File: src/hw/rtl/igtm_pkg.sv
// igtm_pkg: shared constants, types and byte-lane arithmetic for the int8 GEMM tile MAC.
// No dependencies; imported by every module of the block.
`timescale 1ns / 1ps
`default_nettype none

package igtm_pkg;

    localparam int A_ROWS       = 4;    // rows carried by one input beat
    localparam int B_COLS       = 8;    // columns carried by one input beat
    localparam int LANES        = 4;    // k positions per beat
    localparam int BYTE_W       = 8;
    localparam int WORD_W       = LANES * BYTE_W;
    localparam int ACC_W        = 32;
    localparam int IN_W         = (A_ROWS + B_COLS) * WORD_W;
    localparam int OUT_W        = B_COLS * ACC_W;
    localparam int USER_W       = 2;
    localparam int DOT_W        = 19;   // four u8 x s8 products
    localparam int CSUM_W       = 10;   // four s8 values
    localparam int OFFSET_SHIFT = 7;    // x128 offset correction

    typedef logic [ACC_W-1:0] t_acc;

    typedef struct packed {
        logic en;
        logic last;
    } t_pe_ctrl;

    // Dot product of four unsigned A bytes with four signed B bytes.
    function automatic logic signed [DOT_W-1:0] dot4(input logic [WORD_W-1:0] a,
                                                     input logic [WORD_W-1:0] b);
        logic signed [DOT_W-1:0]  acc;
        logic signed [DOT_W-1:0]  av;
        logic signed [DOT_W-1:0]  bv;
        acc = '0;
        for (int p = 0; p < LANES; p++) begin
            av  = DOT_W'($signed({1'b0, a[BYTE_W*p +: BYTE_W]}));
            bv  = DOT_W'($signed(b[BYTE_W*p +: BYTE_W]));
            acc = acc + av * bv;
        end
        return acc;
    endfunction

    // Sum of four signed B bytes.
    function automatic logic signed [CSUM_W-1:0] colsum4(input logic [WORD_W-1:0] b);
        logic signed [CSUM_W-1:0] acc;
        acc = '0;
        for (int p = 0; p < LANES; p++) begin
            acc = acc + CSUM_W'($signed(b[BYTE_W*p +: BYTE_W]));
        end
        return acc;
    endfunction

endpackage

`default_nettype wire

File: src/hw/rtl/igtm_pe.sv
// igtm_pe: one row/column accumulator cell, dot4 per beat into a wrapping 32-bit sum.
// Depends on igtm_pkg.
`timescale 1ns / 1ps
`default_nettype none

module igtm_pe (
    input  wire                                i_clk,
    input  wire                                i_rst_n,
    input  wire  igtm_pkg::t_pe_ctrl           i_ctrl,
    input  wire  [igtm_pkg::WORD_W-1:0]        i_a,
    input  wire  [igtm_pkg::WORD_W-1:0]        i_b,
    output igtm_pkg::t_acc                     o_sum
);
    import igtm_pkg::*;

    t_acc r_acc;
    t_acc n_acc;

    // running total including this beat
    assign o_sum = r_acc + ACC_W'(dot4(i_a, i_b));

    always_comb begin
        n_acc = r_acc;
        if (i_ctrl.en) begin
            n_acc = i_ctrl.last ? '0 : o_sum;
        end
    end

    always_ff @(posedge i_clk) begin
        if (!i_rst_n) begin
            r_acc <= '0;
        end else begin
            r_acc <= n_acc;
        end
    end

endmodule

`default_nettype wire

File: config.mk
export PLATFORM = sky130hd
export DESIGN_NAME = igtm_pe
export DESIGN_NICKNAME = d
export VERILOG_FILES = /design/src/hw/rtl/igtm_pkg.sv /design/src/hw/rtl/igtm_pe.sv
export SDC_FILE = /design/constraint.sdc
export NUM_CORES = 1
export LEC_CHECK = 0
export BUFFER_PORTS_ARGS = -buffer_cell sky130_fd_sc_hd__buf_4
export CAP_MARGIN = 5
export CORE_AREA = 2 2 231 233
export DETAILED_ROUTE_END_ITERATION = 7
export DIE_AREA = 0 0 233 235
export GPL_ROUTABILITY_DRIVEN = 0
export SETUP_SLACK_MARGIN = 0.1
export SYNTH_ARGS = -nofsm -noshare
export SYNTH_HDL_FRONTEND = slang
export SYNTH_SLANG_ARGS = --single-unit
File: constraint.sdc
create_clock -name i_clk -period 12 [get_ports i_clk]
set_input_delay 0.6 -clock i_clk [delete_from_list [all_inputs] [get_ports i_clk]]
set_output_delay 0.6 -clock i_clk [all_outputs]
set_load 0.005 [all_outputs]
==> impl_summary.log <==
INFO  metric htreeDepth = 2
INFO  metric post_cts_resized = 0
INFO  metric timing.fmax = 99.9 MHz
INFO  metric final_hold_viol_count = 0
INFO  metric route.met3.wl = 1350 um
INFO  metric report.final.setup_viol = 0
INFO  metric drt-initial-drc-count = 429
INFO  metric die_height = 235 um
INFO  metric final.min_clock_period = 10.01 ns
INFO  metric layout_cells_sized_above_1 = 0.0807
INFO  metric final_util = 0.281
INFO  metric clock_tree.buffer_depth = 2
INFO  metric criticalPathCategory = primary input to output port
INFO  metric dr.max_layer_used = met5
INFO  metric ant_nets = 0
INFO  metric fin_setup_tns = 0 ns
INFO  metric critical_path.endpoint_type = output port
INFO  metric clk_pin_slew_worst_paths = 0.06 ns
INFO  metric critPathBufInv = 7
INFO  metric number_of_max_capacitance_violations_reported = 0
INFO  metric postSynthAreaPerCell = 8.82 um^2
INFO  metric worst_skew_pair.late_latency = 0.29 ns
INFO  metric worst-endpoint-required = 11.40 ns
INFO  metric layout_skew = 0.00500 ns
INFO  metric detailroute.via_count = 9894
INFO  metric floorplan.initialDensity = 0.248
INFO  metric design.die.area = 54800 um^2
INFO  metric postRouteWirelength = 34400 um
INFO  metric cts_root_buffer = sky130_fd_sc_hd__clkbuf_16
INFO  metric synth.net_count = 1958
INFO  metric max_slew_margin = 0.348
INFO  metric hpwl = 31000 um
INFO  metric cts_sinks = 32
INFO  metric cts_hold_buf = 0
INFO  metric ratio_of_routed_vias_to_standard_cells = 4.40
INFO  metric asyncSetResetFlopFracSynth = 0
INFO  metric ys_ff_latch = 32
INFO  metric ys.flop_type = sky130_fd_sc_hd__dfxtp_1
INFO  metric final_report_max_slew_violation_count = 0
INFO  metric path_delay_family = adder cells
INFO  metric regMostFlops = r_acc
INFO  metric pin_count_of_the_biggest_net_entering_global_routing = 35
INFO  metric grt_remaining_overflow = 0
INFO  metric placeableCoreArea = 52200 um^2
INFO  metric syn_area = 13000 um^2
INFO  metric cp-start-kind = primary input
INFO  metric antenna_cells_inserted = 0
INFO  metric cts_setup_buffers = 0
INFO  metric synth_seq_area_share = 0.0494
INFO  metric grt_setup_unrepaired = false
INFO  metric area_grow_syn2layout = 13.3%
INFO  metric wl_met1 = 15000 um
INFO  metric detail_route.drc_violations = 0
INFO  metric first_global_vias = 10900
INFO  metric timing.critical_path.fanout_max = 8
INFO  metric synth_enable_flop_cells = 0
INFO  metric cp_data_arrival_time = 9.41 ns
INFO  metric ys_warn_count = 0
INFO  metric nets = 2050
INFO  metric flip_flop_count_of_the_largest_register_after_layout = 32
INFO  metric detail_route.wl_per_cell = 15.3 um
INFO  metric final_min_period_over_clock_period = 0.834
INFO  metric io-pin-count = 100
INFO  metric chipWidth = 233 um
INFO  metric unique_masters_post_synth = 67
INFO  metric grt_antenna_before_repair = 4
INFO  metric clock_tree_from_tritoncts = built
INFO  metric largestRegisters = r_acc x32
INFO  metric cts_buffers = 5
INFO  metric met2RoutedLength = 16800 um
INFO  metric slowest_delay = 0.70 ns
INFO  metric cp_slowest_cell = sky130_fd_sc_hd__o311ai_0
INFO  metric grt_first_pass_wirelength = 56600 um
INFO  metric tightestPinTransition = 0.978 ns
INFO  metric status = finished clean
INFO  metric port_buffers = 99
INFO  metric core.rowCount = 84
INFO  metric drt_first_pass_iters = 5
INFO  metric cpMostUsedCell = sky130_fd_sc_hd__fa_1
INFO  metric timing.hold.worst.class = flop to flop
INFO  metric synth_cells = 1469
INFO  metric grt_usage = 0.129
cell usage in the layout, fill, tap and decap left out, types with 3 or more instances in the layout:
cell,Yosys,layout
sky130_fd_sc_hd__xor2_1,8,8
sky130_fd_sc_hd__nor2_1,37,37
sky130_fd_sc_hd__and2_1,167,167
sky130_fd_sc_hd__a22oi_1,8,8
sky130_fd_sc_hd__a31o_2,3,3
sky130_fd_sc_hd__a21o_1,21,21
sky130_fd_sc_hd__clkbuf_16,0,5
sky130_fd_sc_hd__nand3_1,16,16
sky130_fd_sc_hd__o211ai_1,5,5
sky130_fd_sc_hd__or3b_1,3,3
sky130_fd_sc_hd__nor2b_1,33,33
sky130_fd_sc_hd__and3b_1,3,3
sky130_fd_sc_hd__o21ai_1,3,3
sky130_fd_sc_hd__buf_4,1,101
sky130_fd_sc_hd__a21oi_2,3,3
sky130_fd_sc_hd__xnor2_1,23,23
sky130_fd_sc_hd__a21boi_0,9,9
sky130_fd_sc_hd__a22o_1,9,9
sky130_fd_sc_hd__o21bai_1,6,6
sky130_fd_sc_hd__o21ai_0,19,19
sky130_fd_sc_hd__dfxtp_1,32,32
sky130_fd_sc_hd__nor3_1,11,11
sky130_fd_sc_hd__fa_1,233,233
sky130_fd_sc_hd__nand2_1,106,106
sky130_fd_sc_hd__and3_1,14,14
sky130_fd_sc_hd__o2111ai_1,3,3
sky130_fd_sc_hd__o31ai_1,3,3
sky130_fd_sc_hd__inv_1,366,366
sky130_fd_sc_hd__a31oi_1,3,3
sky130_fd_sc_hd__or3_1,3,3
sky130_fd_sc_hd__nand2b_1,18,18
sky130_fd_sc_hd__o21a_1,10,10
sky130_fd_sc_hd__nor4_1,3,3
sky130_fd_sc_hd__ha_1,188,188
sky130_fd_sc_hd__a21oi_1,36,36
sky130_fd_sc_hd__nand4_1,5,5
sky130_fd_sc_hd__a211oi_1,6,6
per-stage QoR:
step | setup WS, ns | instances | cell area (um^2) | hold slack, ns
floorplan | 2.96 | 1469 | 13000 | 0.432
global placement | 2.01 | 2242 | 14500 | 0.454
detailed placement | 1.97 | 2242 | 14500 | 0.466
CTS | 1.96 | 2250 | 14700 | 0.473
global route | 1.54 | 2250 | 14700 | 0.491
finish | 1.99 | 2250 | 14700 | 0.469
Yosys cell counts, types with 3 or more instances:
| cell | instances | area (um^2) |
|---|---|---|
| sky130_fd_sc_hd__dfxtp_1 | 32 | 641 |
| sky130_fd_sc_hd__nand2b_1 | 18 | 113 |
| sky130_fd_sc_hd__fa_1 | 233 | 4660 |
| sky130_fd_sc_hd__a22oi_1 | 8 | 60.1 |
| sky130_fd_sc_hd__a211oi_1 | 6 | 45.0 |
| sky130_fd_sc_hd__a21o_1 | 21 | 158 |
| sky130_fd_sc_hd__o211ai_1 | 5 | 37.5 |
| sky130_fd_sc_hd__nand4_1 | 5 | 31.3 |
| sky130_fd_sc_hd__nor2_1 | 37 | 139 |
| sky130_fd_sc_hd__and2_1 | 167 | 1040 |
| sky130_fd_sc_hd__nor4_1 | 3 | 18.8 |
| sky130_fd_sc_hd__o31ai_1 | 3 | 22.5 |
| sky130_fd_sc_hd__nor3_1 | 11 | 55.1 |
| sky130_fd_sc_hd__or3_1 | 3 | 18.8 |
| sky130_fd_sc_hd__ha_1 | 188 | 2350 |
| sky130_fd_sc_hd__and3b_1 | 3 | 26.3 |
| sky130_fd_sc_hd__xnor2_1 | 23 | 201 |
| sky130_fd_sc_hd__o21bai_1 | 6 | 45.0 |
| sky130_fd_sc_hd__o21ai_1 | 3 | 15.0 |
| sky130_fd_sc_hd__nor2b_1 | 33 | 206 |
| sky130_fd_sc_hd__a21oi_1 | 36 | 180 |
| sky130_fd_sc_hd__clkbuf_1 | 12 | 45.0 |
| sky130_fd_sc_hd__and3_1 | 14 | 87.6 |
| sky130_fd_sc_hd__nand2_1 | 106 | 398 |
| sky130_fd_sc_hd__o21ai_0 | 19 | 95.1 |
| sky130_fd_sc_hd__a21oi_2 | 3 | 26.3 |
| sky130_fd_sc_hd__a21boi_0 | 9 | 67.6 |
| sky130_fd_sc_hd__a31o_2 | 3 | 26.3 |
| sky130_fd_sc_hd__a22o_1 | 9 | 78.8 |
| sky130_fd_sc_hd__o2111ai_1 | 3 | 26.3 |
| sky130_fd_sc_hd__o21a_1 | 10 | 75.1 |
| sky130_fd_sc_hd__xor2_1 | 8 | 70.1 |
| sky130_fd_sc_hd__a31oi_1 | 3 | 18.8 |
| sky130_fd_sc_hd__nand3_1 | 16 | 80.1 |
| sky130_fd_sc_hd__inv_1 | 366 | 1370 |
| sky130_fd_sc_hd__or3b_1 | 3 | 26.3 |
kinds of logic (layout without fill, tap and decap cells):
group                      Yosys count  count (layout)  synth area share
AOI/OAI and AO/OA                  176             176            0.0978
xor gates and xnor gates            32              32            0.0227
adders and majority gates          421             421             0.541
buffers and inverters              382             475             0.111
DFF                                 32              32            0.0494
and+or+nand+nor                    426             426             0.178
worst min-delay path, cell delays in order (launching register included):
cell,delay [ns]
sky130_fd_sc_hd__dfxtp_1,0.31
sky130_fd_sc_hd__nand2_1,0.06
sky130_fd_sc_hd__a21boi_1,0.05
per-layer routing:
layer,global-route usage,vias to the layer above
met1,0.166,4900
met5,0,-
met3,0.0174,61
met2,0.224,189
li1,-,4736
met4,0.0413,8
path summary, 6_finish.rpt:
path | startpoint | endpoint | slack (ns) | cells past startpoint
worst max-delay path | i_b[24] | o_sum[29] | 1.99 | 33
worst max register to register | r_acc[0] | r_acc[30] | 8.97 | 11
worst min register to register | r_acc[26] | r_acc[26] | 0.47 | 2
worst min-delay path | r_acc[26] | r_acc[26] | 0.47 | 2
area by class of cell:
cell class | instances | area (um^2)
Inverter | 366 | 1370
Clock inverter | 3 | 42.5
Multi-Input combinational cell | 1055 | 10900
Timing Repair Buffer | 101 | 758
Fill cell | 5557 | 37600
Clock buffer | 5 | 125
Tap cell | 688 | 861
Sequential cell | 32 | 641
Power is not shown: default switching activity piles up to over one toggle a cycle in this logic, so the estimate is an artifact.
